==> config.mk <==
export PLATFORM = sky130hd
export DESIGN_NAME = dkcf_round_cell
export DESIGN_NICKNAME = d
export VERILOG_FILES = /design/src/hdl/dkcf_pkg.sv /design/src/hdl/dkcf_round_cell.sv
export SDC_FILE = /design/constraint.sdc
export NUM_CORES = 1
export LEC_CHECK = 0
export BUFFER_PORTS_ARGS = -buffer_cell sky130_fd_sc_hd__buf_2
export CAP_MARGIN = 30
export CORE_MARGIN = 10
export CORE_UTILIZATION = 50
export DETAILED_ROUTE_END_ITERATION = 6
export HOLD_SLACK_MARGIN = 0.08
export PLACE_DENSITY = 0.78
export SLEW_MARGIN = 20
export SYNTH_ARGS = -nofsm -noshare
export SYNTH_HDL_FRONTEND = slang
export SYNTH_SLANG_ARGS = --single-unit
export TNS_END_PERCENT = 30
==> constraint.sdc <==
create_clock -name i_clk -period 4.2 [get_ports i_clk]
set_input_delay 0.63 -clock i_clk [delete_from_list [all_inputs] [get_ports i_clk]]
set_output_delay 0.63 -clock i_clk [all_outputs]
set_load 0.01 [all_outputs]
==> src/hdl/dkcf_pkg.sv <==
`timescale 1ns / 1ps
// ----------------------------------------------------------------------------
// dkcf_pkg
// Shared types, DES tables and permutation functions for the key filter.
// ----------------------------------------------------------------------------
package dkcf_pkg;

    localparam int KEY_W   = 56;
    localparam int BLK_W   = 64;
    localparam int HALF_W  = 32;
    localparam int OPT_W   = 10;
    localparam int ROUNDS  = 16;
    localparam int CFG_IDX_W = 3;
    localparam int OPT_CBC_BIT  = 8;
    localparam int OPT_FOLD_BIT = 9;

    typedef enum logic [CFG_IDX_W-1:0] {
        CFG_ALLOWED_0 = 3'd0,
        CFG_ALLOWED_1 = 3'd1,
        CFG_ALLOWED_2 = 3'd2,
        CFG_ALLOWED_3 = 3'd3,
        CFG_XOR_MASK  = 3'd4,
        CFG_CIPHER_1  = 3'd5,
        CFG_CIPHER_2  = 3'd6,
        CFG_OPTIONS   = 3'd7
    } t_cfg_idx;

    // one transaction moving down the round chain
    typedef struct packed {
        logic              valid;
        logic [KEY_W-1:0]  key;
        logic [KEY_W-1:0]  cd;
        logic [HALF_W-1:0] l1;
        logic [HALF_W-1:0] r1;
        logic [HALF_W-1:0] l2;
        logic [HALF_W-1:0] r2;
    } t_lane;

    localparam logic [7:0] IP_TAB [64] = '{
        58,50,42,34,26,18,10,2, 60,52,44,36,28,20,12,4,
        62,54,46,38,30,22,14,6, 64,56,48,40,32,24,16,8,
        57,49,41,33,25,17,9,1, 59,51,43,35,27,19,11,3,
        61,53,45,37,29,21,13,5, 63,55,47,39,31,23,15,7 };
    localparam logic [7:0] FP_TAB [64] = '{
        40,8,48,16,56,24,64,32, 39,7,47,15,55,23,63,31,
        38,6,46,14,54,22,62,30, 37,5,45,13,53,21,61,29,
        36,4,44,12,52,20,60,28, 35,3,43,11,51,19,59,27,
        34,2,42,10,50,18,58,26, 33,1,41,9,49,17,57,25 };
    localparam logic [7:0] E_TAB [48] = '{
        32,1,2,3,4,5, 4,5,6,7,8,9, 8,9,10,11,12,13, 12,13,14,15,16,17,
        16,17,18,19,20,21, 20,21,22,23,24,25, 24,25,26,27,28,29, 28,29,30,31,32,1 };
    localparam logic [7:0] P_TAB [32] = '{
        16,7,20,21,29,12,28,17, 1,15,23,26,5,18,31,10,
        2,8,24,14,32,27,3,9, 19,13,30,6,22,11,4,25 };
    localparam logic [7:0] PC1_TAB [56] = '{
        57,49,41,33,25,17,9, 1,58,50,42,34,26,18, 10,2,59,51,43,35,27,
        19,11,3,60,52,44,36, 63,55,47,39,31,23,15, 7,62,54,46,38,30,22,
        14,6,61,53,45,37,29, 21,13,5,28,20,12,4 };
    localparam logic [7:0] PC2_TAB [48] = '{
        14,17,11,24,1,5, 3,28,15,6,21,10, 23,19,12,4,26,8, 16,7,27,20,13,2,
        41,52,31,37,47,55, 30,40,51,45,33,48, 44,49,39,56,34,53, 46,42,50,36,29,32 };
    localparam logic [1:0] ROT_TAB [16] = '{1,1,2,2,2,2,2,2,1,2,2,2,2,2,2,1};
    localparam logic [3:0] SBOX [8][64] = '{
        '{14,4,13,1,2,15,11,8,3,10,6,12,5,9,0,7, 0,15,7,4,14,2,13,1,10,6,12,11,9,5,3,8,
          4,1,14,8,13,6,2,11,15,12,9,7,3,10,5,0, 15,12,8,2,4,9,1,7,5,11,3,14,10,0,6,13},
        '{15,1,8,14,6,11,3,4,9,7,2,13,12,0,5,10, 3,13,4,7,15,2,8,14,12,0,1,10,6,9,11,5,
          0,14,7,11,10,4,13,1,5,8,12,6,9,3,2,15, 13,8,10,1,3,15,4,2,11,6,7,12,0,5,14,9},
        '{10,0,9,14,6,3,15,5,1,13,12,7,11,4,2,8, 13,7,0,9,3,4,6,10,2,8,5,14,12,11,15,1,
          13,6,4,9,8,15,3,0,11,1,2,12,5,10,14,7, 1,10,13,0,6,9,8,7,4,15,14,3,11,5,2,12},
        '{7,13,14,3,0,6,9,10,1,2,8,5,11,12,4,15, 13,8,11,5,6,15,0,3,4,7,2,12,1,10,14,9,
          10,6,9,0,12,11,7,13,15,1,3,14,5,2,8,4, 3,15,0,6,10,1,13,8,9,4,5,11,12,7,2,14},
        '{2,12,4,1,7,10,11,6,8,5,3,15,13,0,14,9, 14,11,2,12,4,7,13,1,5,0,15,10,3,9,8,6,
          4,2,1,11,10,13,7,8,15,9,12,5,6,3,0,14, 11,8,12,7,1,14,2,13,6,15,0,9,10,4,5,3},
        '{12,1,10,15,9,2,6,8,0,13,3,4,14,7,5,11, 10,15,4,2,7,12,9,5,6,1,13,14,0,11,3,8,
          9,14,15,5,2,8,12,3,7,0,4,10,1,13,11,6, 4,3,2,12,9,5,15,10,11,14,1,7,6,0,8,13},
        '{4,11,2,14,15,0,8,13,3,12,9,7,5,10,6,1, 13,0,11,7,4,9,1,10,14,3,5,12,2,15,8,6,
          1,4,11,13,12,3,7,14,10,15,6,8,0,5,9,2, 6,11,13,8,1,4,10,7,9,5,0,15,14,2,3,12},
        '{13,2,8,4,6,15,11,1,10,9,3,14,5,0,12,7, 1,15,13,8,10,3,7,4,12,5,6,11,0,14,9,2,
          7,11,4,1,9,12,14,2,0,6,10,13,15,3,5,8, 2,1,14,7,4,10,8,13,15,12,9,0,3,5,6,11} };

    // table bit 1 is the msb of the input word
    function automatic logic [BLK_W-1:0] des_ip(input logic [BLK_W-1:0] x);
        logic [BLK_W-1:0] y;
        for (int i = 0; i < 64; i++) y[63-i] = x[64-int'(IP_TAB[i])];
        return y;
    endfunction

    function automatic logic [BLK_W-1:0] des_fp(input logic [BLK_W-1:0] x);
        logic [BLK_W-1:0] y;
        for (int i = 0; i < 64; i++) y[63-i] = x[64-int'(FP_TAB[i])];
        return y;
    endfunction

    // 56-bit key to 64-bit key with zero parity, then pc1
    function automatic logic [KEY_W-1:0] key_pc1(input logic [KEY_W-1:0] k);
        logic [BLK_W-1:0] k64;
        logic [KEY_W-1:0] y;
        for (int i = 0; i < 8; i++) k64[63-8*i -: 8] = {k[55-7*i -: 7], 1'b0};
        for (int i = 0; i < 56; i++) y[55-i] = k64[64-int'(PC1_TAB[i])];
        return y;
    endfunction

    function automatic logic [47:0] key_pc2(input logic [KEY_W-1:0] cd);
        logic [47:0] y;
        for (int i = 0; i < 48; i++) y[47-i] = cd[56-int'(PC2_TAB[i])];
        return y;
    endfunction

    function automatic logic [27:0] rotr28(input logic [27:0] x, input int s);
        return (x >> s) | (x << (28 - s));
    endfunction

    function automatic logic [HALF_W-1:0] feistel(input logic [HALF_W-1:0] r,
                                                  input logic [47:0] sub);
        logic [47:0]       e;
        logic [5:0]        six;
        logic [HALF_W-1:0] s;
        logic [HALF_W-1:0] y;
        for (int i = 0; i < 48; i++) e[47-i] = r[32-int'(E_TAB[i])];
        e = e ^ sub;
        for (int i = 0; i < 8; i++) begin
            six = e[47-6*i -: 6];
            s[31-4*i -: 4] = SBOX[i][{six[5], six[0], six[4:1]}];
        end
        for (int i = 0; i < 32; i++) y[31-i] = s[32-int'(P_TAB[i])];
        return y;
    endfunction

endpackage

==> src/hdl/dkcf_round_cell.sv <==
`timescale 1ns / 1ps
// ----------------------------------------------------------------------------
// dkcf_round_cell
// One DES decryption round for both cipher blocks plus its key schedule step.
// ----------------------------------------------------------------------------
module dkcf_round_cell #(
    parameter int CELL_IDX = 0
) (
    input  logic            i_clk,
    input  logic            i_rst_n,
    input  logic            i_en,
    input  dkcf_pkg::t_lane i_lane,
    output dkcf_pkg::t_lane o_lane
);

    localparam int ROT = int'(dkcf_pkg::ROT_TAB[dkcf_pkg::ROUNDS-1-CELL_IDX]);

    dkcf_pkg::t_lane r_lane;
    dkcf_pkg::t_lane n_lane;
    logic [47:0]     w_sub;

    // round function on both blocks, then shift the schedule for the next cell
    always_comb begin
        w_sub        = dkcf_pkg::key_pc2(i_lane.cd);
        n_lane       = i_lane;
        n_lane.l1    = i_lane.r1;
        n_lane.r1    = i_lane.l1 ^ dkcf_pkg::feistel(i_lane.r1, w_sub);
        n_lane.l2    = i_lane.r2;
        n_lane.r2    = i_lane.l2 ^ dkcf_pkg::feistel(i_lane.r2, w_sub);
        n_lane.cd    = {dkcf_pkg::rotr28(i_lane.cd[55:28], ROT),
                        dkcf_pkg::rotr28(i_lane.cd[27:0], ROT)};
    end

    // stage register
    always_ff @(posedge i_clk) begin
        if (!i_rst_n) begin
            r_lane.valid <= 1'b0;
        end else if (i_en) begin
            r_lane.valid <= n_lane.valid;
        end
        if (i_en) begin
            r_lane.key <= n_lane.key;
            r_lane.cd  <= n_lane.cd;
            r_lane.l1  <= n_lane.l1;
            r_lane.r1  <= n_lane.r1;
            r_lane.l2  <= n_lane.l2;
            r_lane.r2  <= n_lane.r2;
        end
    end

    assign o_lane = r_lane;

endmodule
; Word-level counts from Yosys, hierarchy flattened
; Memories as Yosys holds them, arrays and structs flattened.
; Cells that the tools add are included.
[word_totals]
elab_cells = 93
regBits = 241
in_bits = 244
mem_count = 16
rom_bits = 4096
out_inout_bits = 241
[memory_table]
columns = name, words, word_bits, rd, rd_ports_with_merged_regs, wr, line
row1 = (name not given), 64, 4, 1, 0, 0, dkcf_pkg.sv:123  ; s[31-4*i -: 4] = SBOX[i][{six[5], six[0], six[4:1]}];
row2 = (name not given), 64, 4, 1, 0, 0, dkcf_pkg.sv:123
row3 = (name not given), 64, 4, 1, 0, 0, dkcf_pkg.sv:123
row4 = (name not given), 64, 4, 1, 0, 0, dkcf_pkg.sv:123
row5 = (name not given), 64, 4, 1, 0, 0, dkcf_pkg.sv:123
row6 = (name not given), 64, 4, 1, 0, 0, dkcf_pkg.sv:123
row7 = 10 more memories, -, -, -, -, -, -
[op_classes]
magnitude_cmp = 16
bitwise = 22
n_mux = 32
[op_table]
columns = op, count
row1 = 4-bit 2-to-1 mux, 32
row2 = 7-bit >= comparator (second input constant), 16
row3 = 6-bit inverter with 7-bit output, 16
row4 = 48-bit bitwise XOR, 2
row5 = 32-bit bitwise XOR, 2
row6 = 27-bit by 28-bit bitwise OR with 28-bit output, 2

; Depth between registers and ports, before layout
; Gate-level depths: netlist of the first run.
[logic_depth]
ltp_word = 6
mapped_depth = 10
ltp_nobuf = 9

; Worst setup path before layout of the first run
; Ideal clock, no wire load.
[synth_timing]
path_type = input to register
from = input port i_lane[128] in the netlist's numbering
to = register r_lane (netlist bit o_lane[64]), data pin
cell_stages = 8
setup_time_ns = 0.257
n_path_buf = 1
arrival_ns = 2.813
t_required_ns = 3.943
path_slack_ns = 1.130
cell_sequence = xnor2_1 > inv_1 > ha_1 > clkbuf_1 > o21ai_0 > xnor2_1 > mux4_2 > xor2_1
[synth_rtl]
columns = item, line
row1 = from (decl), dkcf_round_cell.sv:12  ; input dkcf_pkg::t_lane i_lane,
row2 = to (decl), dkcf_round_cell.sv:18  ; dkcf_pkg::t_lane r_lane;

==> impl_metrics.csv, run 1 <==
group,metric,value,unit
sta,slew_headroom,0.350,
die,coreArea,0.0356,mm²
global_route,grtUsageTotal,0.228,
synth,dominantRegCellSynth,"edfxtp_1",
global_route,antenna_found_initial,6,
cts,htreeDepth,1,
global_route,overflow,0,
finish,final_cell_mix,"buf_2 (485), edfxtp_1 (240), xnor2_1 (130)",
routing,wire_per_inst,20.6,µm
cts,cts.sinks,241,
global_route,grt_pass1_vias,14596,
routing,num_vias,15248,
die,die-area,0.0440,mm²
synth,synth_cell_types,69,
finish,fin_area,0.0220,mm²
cts,ctsHoldBuffers,0,
routing,dr.pass1.iters,7,
critical_path,critPathMaxFanout,11,
die,die_h,210,µm
run,cap_violations,0,
power_and_ir_drop,p_leak,9.03,nW
finish,layout_commonest_cell,"buf_2",
synth,async_flop_share,0,
cts,clk_path_buf_depth,3,
cts,cts_tree,"built",
global_route,grt_max_degree,112,
synth,syn_area_per_cell,11.1,µm²
finish,drive_above_1_share,0.316,
synth,synth_nets,1998,
sta,hold_viol_final,0,
critical_path,slowest_delay,0.48,ns
finish,fillers,2873,
run_status,outcome,"finished with violations",
sta,rsz0062_at_grt,"false",
cts,cts_buffers,27,
sta,period_share,0.666,
sta,final_max_slew_viol_count,0,
critical_path,startpoint_type,"input port",
critical_path,crit_path_end_kind,"register",
routing,drtIter0Drc,1432,
die,ios,485,
routing,wl,53.5,mm
finish,area_growth,22.0,%
placed_design,place_area,0.0211,mm²
critical_path,crit_path_top_delay_cell,"mux4_2",
sta,skew,0,ns
sta,fin_setup_tns,0,ns
synth,syn-cell-area,0.0180,mm²
placed_design,gp_congestion,0.910,
routing,antenna_left,0,
cts,post_cts_buffers,0,
worst_hold_path,holdCritPathClass,"input port to register",
placed_design,post-dp-hpwl,41.2,mm
sta,tightest_slew,0.968,ns
synth,synth_edf_count,240,
power_and_ir_drop,vdd_drop_max,412,µV
sta,fmax,357,MHz
critical_path,crit_chain,"buf_2 > xor2_2 > inv_1 > ha_1 > mux4_2 > nand3_1 > o31ai_1 > a311oi_1 > xor2_1",
die,fp.dieW,210,µm
synth,synth_cells,1630,
critical_path,required,4.48,ns
cts,post_cts_resized,0,
die,num_rows,69,
sta,finalSetupViolCount,0,
cts,worstSkewPairLatency,0.55,ns
finish,largest_register_ffs,241,
routing,drc,4,
sta,min_period,2.80,ns
placed_design,io_buffer_count,484,
power_and_ir_drop,powerDensity,384,mW/mm²
critical_path,crit_type,"input port to register",
routing,avgViaCountPerCell,5.86,
critical_path,crit_arrival,3.08,ns
cts,cts.clk_slew.worst_paths,0.06,ns
synth,seq_area_frac_synth,0.401,
finish,nNetsFinal,2489,
synth,ys_ff_latch,241,
cts,cts_root_buf,"clkbuf_16",
run_status,violations,"DRC",
die,initial_core_util,0.506,
synth,ys_warn_count,0,
global_route,grt_pass1_wl,82.4,mm
==> per-stage QoR <==
step	power (W)	cells	hold slack, ns	utilization	setup slack, ns
finish	0.00844	2604	0.238	0.618	1.40
global route	0.00891	2603	0.216	0.618	1.26
CTS	0.00848	2598	0.215	0.617	1.19
detailed placement	0.00621	2549	0.519	0.594	0.612
global placement	0.00610	2547	0.496	0.593	0.763
floorplan	0.00518	1630	0.538	-	1.13
==> cell type report <==
class,count,area [µm²],area share
multi-input combinational,1235,10200,0.464
sequential,241,7230,0.329
timing repair buffer,540,2860,0.130
clock buffer,34,702,0.0319
tap,461,577,0.0262
inverter,76,285,0.0130
clock inverter,15,129,0.00586
antenna,2,5.00,0.000228
==> worst max-delay path: cells and delay by family <==
| kind | cells | cell delay [ns] |
|---|---|---|
| xor+xnor | 2 | 0.58 |
| compound gates | 2 | 0.53 |
| mux | 1 | 0.48 |
| fa+ha+maj | 1 | 0.40 |
| buf+inv | 2 | 0.36 |
| simple gates | 1 | 0.09 |
==> cell families (layout without fill, tap and decap cells) <==
group	after synthesis	in the layout	share of synthesized area
AO/OA/AOI/OAI	412	412	0.152
flip-flops	241	241	0.401
AND/OR/NAND/NOR	308	308	0.0744
multiplexers	131	131	0.116
buffers and inverters	154	665	0.0338
adder cells (fa/ha/maj)	125	125	0.0867
XOR/XNOR	259	259	0.136
other	0	2	0
==> Yosys cell counts, types with 6 or more instances <==
cell type | n | area (µm²)
nor3_1 | 44 | 220
clkbuf_1 | 52 | 195
xor2_2 | 17 | 277
inv_2 | 8 | 30.0
o21ai_0 | 77 | 385
a211o_1 | 9 | 78.8
o21ai_1 | 8 | 40.0
inv_1 | 67 | 251
mux2_2 | 6 | 67.6
ha_1 | 124 | 1550
xnor2_1 | 131 | 1150
o2111ai_1 | 7 | 61.3
a221oi_1 | 8 | 70.1
a211oi_1 | 37 | 278
mux2i_1 | 64 | 641
buf_2 | 25 | 125
o31ai_1 | 7 | 52.6
o311ai_0 | 7 | 61.3
o211ai_1 | 42 | 315
a311oi_1 | 12 | 105
or3_1 | 8 | 50.1
o221ai_1 | 11 | 96.3
nor2_1 | 101 | 379
nand3_1 | 36 | 180
a21oi_1 | 89 | 445
mux4_2 | 60 | 1350
xor2_1 | 105 | 920
nand2_1 | 97 | 364
edfxtp_1 | 240 | 7210
a31oi_1 | 38 | 238
a2111oi_0 | 13 | 114
o22ai_1 | 10 | 62.6
==> final timing paths <==
path         slack [ns]  cells after the start                  endpoint                     start
max                1.40                      9      o_lane[91]$_DFFE_PP_               i_lane[155]
min                0.24                      1     o_lane[236]$_DFFE_PP_               i_lane[236]
max reg2reg        3.61                      2  o_lane[240]$_SDFFE_PN0P_  o_lane[240]$_SDFFE_PN0P_
min reg2reg        0.52                      2  o_lane[240]$_SDFFE_PN0P_  o_lane[240]$_SDFFE_PN0P_
==> routing by layer <==
metal / global-route usage / share of wire
met1: 0.284 / 0.39
met5: 0 / 0.00086
met3: 0.0438 / 0.081
met4: 0.0459 / 0.019
met2: 0.402 / 0.51
==> where the power goes <==
| part | internal [W] | switching (W) | total (W) | leakage (nW) |
|---|---|---|---|---|
| clock network | 0.00125 | 0.000984 | 0.00224 | 0.387 |
| logic | 0.00132 | 0.00180 | 0.00311 | 6.28 |
| registers | 0.00301 | 0.0000760 | 0.00309 | 2.36 |
| total | 0.00558 | 0.00286 | 0.00844 | 9.03 |
(Power assumes the default switching activity.)
==> run 2, diff against run 1 <==
--- a/config.mk
+++ b/config.mk
@@ -5,13 +5,14 @@
 export SDC_FILE = /design/constraint.sdc
 export NUM_CORES = 1
 export LEC_CHECK = 0
+export ABC_AREA = 1
 export BUFFER_PORTS_ARGS = -buffer_cell sky130_fd_sc_hd__buf_2
 export CAP_MARGIN = 30
 export CORE_MARGIN = 10
 export CORE_UTILIZATION = 50
 export DETAILED_ROUTE_END_ITERATION = 6
 export HOLD_SLACK_MARGIN = 0.08
-export PLACE_DENSITY = 0.78
+export PLACE_DENSITY = 0.8
 export SLEW_MARGIN = 20
 export SYNTH_ARGS = -nofsm -noshare
 export SYNTH_HDL_FRONTEND = slang
==> constraint.sdc (replaced) <==
create_clock -name i_clk -period 2.35 [get_ports i_clk]
set_input_delay 0.3525 -clock i_clk [delete_from_list [all_inputs] [get_ports i_clk]]
set_output_delay 0.3525 -clock i_clk [all_outputs]
set_load 0.01 [all_outputs]
==> run 2 against run 1 <==
The run now ends clean. Sequential share of layout area decreased by 4.4 points. Critical endpoint is now o_lane[84]$_DFFE_PP_. Via count rose by 40%. Clock power grew 86%. Clock-buffer cell count grew 2. Cell count grew 52%. Global-route usage up 5.1 points. Core utilization grew 5.8 points. Power increased by 75%.
==> impl_metrics.csv, run 2 <==
group,metric,value,unit
run_status,outcome,"finished clean",
critical_path,crit_type,"input port to register",
synth,synth_most_common_cell,"nand2_1",
power_and_ir_drop,swShare,0.351,
die,num_rows,71,
cts,worstSkewPairLatency,0.55,ns
routing,avgViaCountPerCell,5.39,
sta,rsz0062_at_grt,"true",
run,cap_violations,0,
synth,synthXorXnorAreaFrac,0.0311,
sta,skew,0,ns
routing,dr.pass1.iters,6,
power_and_ir_drop,combPwrFrac,0.351,
critical_path,worstReg2RegEnd,"o_lane[240]$_SDFFE_PN0P_",
synth,ys_warn_count,0,
synth,synth_nets,3049,
worst_hold_path,worstHoldPathCells,3,
synth,synth_compound_area_frac,0.0140,
routing,drc,0,
die,die-area,0.0461,mm²
power_and_ir_drop,power.share.clock,0.282,
sta,fmax,440,MHz
synth,synth_simple_gate_area_frac,0.427,
power_and_ir_drop,powerDensity,581,mW/mm²
die,die_h,215,µm
sta,min_period,2.27,ns
power_and_ir_drop,vdd_drop_max,603,µV
finish,multi_input_area,0.0106,mm²
finish,fillers,2949,
sta,tightest_slew,0.968,ns
placed_design,post-dp-hpwl,48.1,mm
global_route,grt_pass1_vias,20283,
worst_hold_path,holdCritPathClass,"input port to register",
synth,dominantRegCellSynth,"edfxtp_1",
power_and_ir_drop,pwr-share-seq,0.367,
synth,synth_top_area_frac,0.380,
global_route,grt_pass1_wl,107,mm
die,ios,485,
finish,nNetsFinal,3798,
sta,final_max_slew_viol_count,0,
synth,async_flop_share,0,
synth,synth_cell_types,28,
synth,synth_fa_ha_area_frac,0.0819,
worst_hold_path,min_to,"o_lane[81]$_DFFE_PP_",
routing,antenna_left,0,
global_route,grt_max_degree,54,
finish,largest_register_ffs,241,
die,fp.dieW,215,µm
sta,finalSetupViolCount,0,
critical_path,critPathMaxFanout,6,
routing,wl,67.8,mm
synth,synth_edf_count,240,
cts,htreeDepth,1,
global_route,overflow,0,
sta,fin_setup_tns,0,ns
sta,hold_viol_final,0,
synth,ys_ff_latch,241,
critical_path,crit_arrival,2.57,ns
finish,area_growth,33.8,%
synth,synth_top_family_by_area,"simple AND/OR/NAND/NOR gates",
sta,slew_headroom,0.350,
synth,netlist_top_cells_count,"nand2_1 (1292), nand3_1 (531), edfxtp_1 (240)",
critical_path,crit_chain,"dlygate4sd3_1 > buf_2 > inv_1 > nand2_1 > nand2_2 > ha_4 > inv_1 > nand2_1 > nand2_1 > nand2_1 > nand3_1 > nand2_1 > nand2_1 > nand3b_1 > nand2_1",
placed_design,io_buffer_count,484,
sta,period_share,0.967,
cts,cts_tree,"built",
cts,cts.sinks,241,
critical_path,crit_top_cell,"nand2_1",
finish,regArea,0.00723,mm²
worst_hold_path,hp-start,"i_lane[113]",
synth,synthMuxAreaShare,0,
critical_path,crit_path_end_kind,"register",
sta,hold-worst-slack,0.0936,ns
global_route,grtUsageTotal,0.279,
cts,cts_root_buf,"clkbuf_16",
routing,drtIter0Drc,1994,
critical_path,r2r_slack,1.09,ns
cts,post_cts_buffers,0,
routing,wire_per_inst,17.1,µm
critical_path,slowest_delay,0.52,ns
power_and_ir_drop,p_leak,13.3,nW
critical_path,rr_startpoint,"o_lane[240]$_SDFFE_PN0P_",
global_route,antenna_found_initial,5,
synth,syn_area_per_cell,7.07,µm²
finish,final_cell_mix,"nand2_1 (1287), nand3_1 (531), buf_2 (484)",
cts,cts.clk_slew.worst_paths,0.07,ns
critical_path,crit_path_top_delay_cell,"dlygate4sd3_1",
finish,layout_commonest_cell,"nand2_1",
die,coreArea,0.0375,mm²
cts,clk_path_buf_depth,3,
critical_path,startpoint_type,"input port",
power_and_ir_drop,p_int,0.00957,W
synth,synth_top_area_cell,"edfxtp_1",
synth,syn-cell-area,0.0189,mm²
synth,seq_area_frac_synth,0.381,
critical_path,reg2reg_depth,3,
finish,drive_above_1_share,0.193,
die,initial_core_util,0.505,
critical_path,required,2.65,ns
routing,num_vias,21358,
synth,yosys-top-cells-area,"edfxtp_1 (38%), nand2_1 (26%), nand3_1 (14%), ha_1 (8.2%), inv_1 (4.6%)",
synth,synth_cells,2681,
cts,cts_buffers,27,
power_and_ir_drop,power,0.0147,W
power_and_ir_drop,power_switching,0.00518,W
placed_design,gp_congestion,0.930,
==> run 2: cell count changes in the layout (fill, tap and decap cells not counted), moves of 44 or more <==
cell,change
nor2_1,-84
xor2_1,-93
mux2i_1,-64
nand3b_1,+47
nand2_1,+1190
dlygate4sd3_1,+201
inv_1,+164
nor3_1,-44
o21ai_0,-56
mux4_2,-60
xnor2_1,-97
nand3_1,+495
a21oi_1,-72
==> run 2: what timing repair did <==
item	CTS	global route
resized for setup	0	15
hold buffers	201	0
endpoints found under the hold margin	200	0
setup endpoints to repair	0	20
==> run 2: layout make-up <==
| class | count | share of cell area |
|---|---|---|
| Timing Repair Buffer | 773 | 0.203 |
| Clock buffer | 36 | 0.0284 |
| Tap cell | 511 | 0.0252 |
| Inverter | 245 | 0.0363 |
| Clock inverter | 12 | 0.00489 |
| Multi-Input combinational cell | 2142 | 0.417 |
| Sequential cell | 241 | 0.285 |
| Antenna cell | 3 | 0.000296 |
==> run 2: worst max path at each step <==
stage                      startpoint                   end  slack [ns]  cells after the start
after floorplan           i_lane[163]  o_lane[94]$_DFFE_PP_        0.42                     13
after global placement     i_lane[31]  o_lane[15]$_DFFE_PP_        0.16                      9
after detailed placement   i_lane[31]  o_lane[23]$_DFFE_PP_        0.11                      7
after CTS                 i_lane[155]  o_lane[69]$_DFFE_PP_        0.20                     15
after global routing      i_lane[128]  o_lane[84]$_DFFE_PP_       -0.02                     16
final                     i_lane[128]  o_lane[84]$_DFFE_PP_        0.08                     15
==> run 2: stage by stage <==
stage                     setup WS, ns  utilization  std cells  cell area (µm²)
after global placement           0.158        0.597       3710            22400
after floorplan                  0.417            -       2681            18900
after global routing           -0.0174        0.676       3963            25400
after detailed placement         0.115        0.597       3710            22400
after CTS                        0.199        0.674       3959            25300
final                           0.0765        0.676       3963            25400
==> run 2: cells by family after synthesis <==
group / count (synthesis)
simple gates: 1910
xor+xnor: 57
fa+ha+maj: 124
buf+inv: 298
compound gates: 51
flops: 241
==> run 2: power by group through the flow <==
stage          logic (W)  clock network [W]  registers (W)
6_report         0.00518            0.00416        0.00541
5_1_grt          0.00574            0.00434        0.00544
4_1_cts          0.00499            0.00418        0.00539
3_5_place_dp     0.00469                  0        0.00547
3_3_place_gp     0.00462                  0        0.00546
2_1_floorplan    0.00275                  0        0.00570
==> run 2: worst max-delay path, delay by kind of cell <==
family / cells / cell delay (ns)
fa+ha+maj: 1 / 0.31
simple gates: 10 / 1.05
buf+inv: 4 / 0.87
==> run 2: layer usage <==
layer	GRT usage	wire (µm)	vias to the layer above
li1	-	-	10242
met1	0.331	25600	9749
met3	0.0518	6110	166
met5	0	21	-
met2	0.499	34000	1197
met4	0.0851	2130	4
==> run 3, diff against run 2 <==
--- a/config.mk
+++ b/config.mk
@@ -13,6 +13,7 @@
 export DETAILED_ROUTE_END_ITERATION = 6
 export HOLD_SLACK_MARGIN = 0.08
 export PLACE_DENSITY = 0.8
+export RECOVER_POWER = 50
 export SLEW_MARGIN = 20
 export SYNTH_ARGS = -nofsm -noshare
 export SYNTH_HDL_FRONTEND = slang
==> run 3 against run 2 <==
Design area is 0.17% lower. Clock skew unchanged. Core utilization down 0.11 points. Sequential share of layout area is essentially flat. Register-to-register slack hardly changed. Sequential cell count unchanged. Die area unchanged. Maximum frequency is 0.45% lower. Critical path depth is 1 higher.
==> impl_metrics.csv, run 3 (synthesized netlist as in run 2, its figures left out) <==
group,metric,value,unit
cts,htreeDepth,1,
sta,rsz0062_at_grt,"true",
cts,clk_path_buf_depth,3,
critical_path,crit_chain,"dlygate4sd3_1 > buf_2 > inv_1 > nand2_1 > nand2_2 > ha_4 > inv_1 > nand2_1 > nand2_1 > nand2_1 > nand3_1 > nand2_1 > nand2_1 > nand2_1 > nand2_1 > nand2_1",
routing,dr.pass1.iters,7,
sta,finalSetupViolCount,0,
finish,multi_input_area,0.0106,mm²
worst_hold_path,hp-start,"i_lane[113]",
power_and_ir_drop,pwr-share-seq,0.367,
power_and_ir_drop,swShare,0.351,
sta,layout_setup_ws,0.0661,ns
routing,wire_per_inst,17.1,µm
sta,tightest_slew,0.968,ns
sta,skew,0,ns
power_and_ir_drop,power,0.0147,W
critical_path,worst-path-buf-inv,4,
finish,drive_above_1_share,0.186,
critical_path,cp-endpoint,"o_lane[84]$_DFFE_PP_",
placed_design,pre_cts_slack,0.115,ns
run,cap_violations,0,
sta,fin_setup_tns,0,ns
sta,fmax,438,MHz
sta,hold-worst-slack,0.105,ns
cts,cts.sinks,241,
critical_path,critPathMaxFanout,6,
die,die-area,0.0461,mm²
finish,nNetsFinal,3798,
routing,drtIter0Drc,2099,
critical_path,slowest_delay,0.53,ns
critical_path,reg2reg_depth,3,
power_and_ir_drop,power.share.clock,0.282,
global_route,grt_max_degree,54,
routing,antenna_left,0,
cts,post_cts_buffers,0,
critical_path,crit_path_top_delay_cell,"dlygate4sd3_1",
critical_path,required,2.64,ns
global_route,overflow,0,
placed_design,post-dp-hpwl,48.1,mm
routing,avgViaCountPerCell,5.38,
cts,worstSkewPairLatency,0.55,ns
cts,cts_buffers,27,
finish,regArea,0.00723,mm²
critical_path,critPathTopFamily,"simple AND/OR/NAND/NOR gates",
sta,hold_viol_final,0,
die,initial_core_util,0.505,
critical_path,crit_arrival,2.58,ns
critical_path,crit_path_end_kind,"register",
power_and_ir_drop,p_leak,13.2,nW
critical_path,crit_type,"input port to register",
run_status,outcome,"finished clean",
global_route,grt_pass1_vias,20283,
die,die_h,215,µm
finish,layout_commonest_cell,"nand2_1",
global_route,grtUsageTotal,0.279,
die,ios,485,
sta,min_period,2.28,ns
routing,drc,0,
worst_hold_path,holdCritPathClass,"input port to register",
power_and_ir_drop,powerDensity,582,mW/mm²
finish,fillers,2973,
power_and_ir_drop,vdd_drop_max,606,µV
placed_design,io_buffer_count,484,
finish,final_cell_mix,"nand2_1 (1287), nand3_1 (531), buf_2 (462)",
critical_path,rr_startpoint,"o_lane[240]$_SDFFE_PN0P_",
sta,period_share,0.972,
power_and_ir_drop,p_int,0.00956,W
finish,area_growth,33.6,%
die,coreArea,0.0375,mm²
routing,wl,68.0,mm
finish,largest_register_ffs,241,
cts,cts_root_buf,"clkbuf_16",
critical_path,r2r_slack,1.09,ns
die,fp.dieW,215,µm
sta,final_max_slew_viol_count,0,
power_and_ir_drop,power_switching,0.00518,W
cts,cts_tree,"built",
critical_path,crit_top_cell,"nand2_1",
global_route,grt_pass1_wl,107,mm
die,num_rows,71,
critical_path,critical_path_depth,16,
finish,final_util,0.675,
sta,slew_headroom,0.350,
cts,cts.clk_slew.worst_paths,0.06,ns
critical_path,startpoint_type,"input port",
placed_design,gp_congestion,0.930,
global_route,antenna_found_initial,5,
routing,num_vias,21326,
power_and_ir_drop,combPwrFrac,0.351,
critical_path,worstReg2RegEnd,"o_lane[240]$_SDFFE_PN0P_",
critical_path,startpoint,"i_lane[128]",
-- run 3: cell types whose count changed in the layout (fill, tap and decap cells not counted), sizes merged --
cell,before,now
buf,572,546
clkbuf,36,62
-- run 3: final cells by class --
cell class	instances	share of cell area
clock buffer	36	0.0284
clock inverter	12	0.00489
tap	511	0.0253
timing repair buffer	773	0.201
antenna	3	0.000297
sequential	241	0.285
inverter	245	0.0363
multi-input combinational	2142	0.418
-- run 3: timing repair --
item	4_1_cts	5_1_grt
setup endpoints to repair	0	20
hold endpoints to repair	200	0
hold buffers	201	0
gates resized for setup	0	15
-- run 3: per-layer routing --
layer  track usage  up-vias  share of wire
li1              -    10236              -
met1         0.331     9714           0.38
met2         0.499     1197           0.50
met3        0.0518      175          0.090
met4        0.0851        4          0.032
met5             0        -        0.00031
-- run 3: worst min-delay path by stage --
stage	end	slack, ns	cells after the start
2_1_floorplan	o_lane[240]$_SDFFE_PN0P_	0.45	1
3_3_place_gp	o_lane[240]$_SDFFE_PN0P_	0.52	2
3_5_place_dp	o_lane[230]$_DFFE_PP_	0.53	1
4_1_cts	o_lane[28]$_DFFE_PP_	0.08	3
5_1_grt	o_lane[4]$_DFFE_PP_	0.10	3
6_report	o_lane[81]$_DFFE_PP_	0.11	3
-- run 3: worst min-delay path: cells and delay by family --
kind          cells  cell delay, ns
simple gates      2            0.11
buf+inv           1            0.08
-- run 3: power groups by stage --
| stage | sequential (W) | combinational (W) | clock [W] |
|---|---|---|---|
| global route | 0.00544 | 0.00573 | 0.00434 |
| detailed placement | 0.00547 | 0.00469 | 0 |
| global placement | 0.00546 | 0.00462 | 0 |
| finish | 0.00541 | 0.00517 | 0.00415 |
| floorplan | 0.00570 | 0.00275 | 0 |
| CTS | 0.00539 | 0.00499 | 0.00418 |
-- run 3: metrics by stage --
stage / std cells / cell area [µm²]
after floorplan: 2681 / 18900
after global placement: 3710 / 22400
after detailed placement: 3710 / 22400
after CTS: 3959 / 25300
after global routing: 3963 / 25300
final: 3963 / 25300
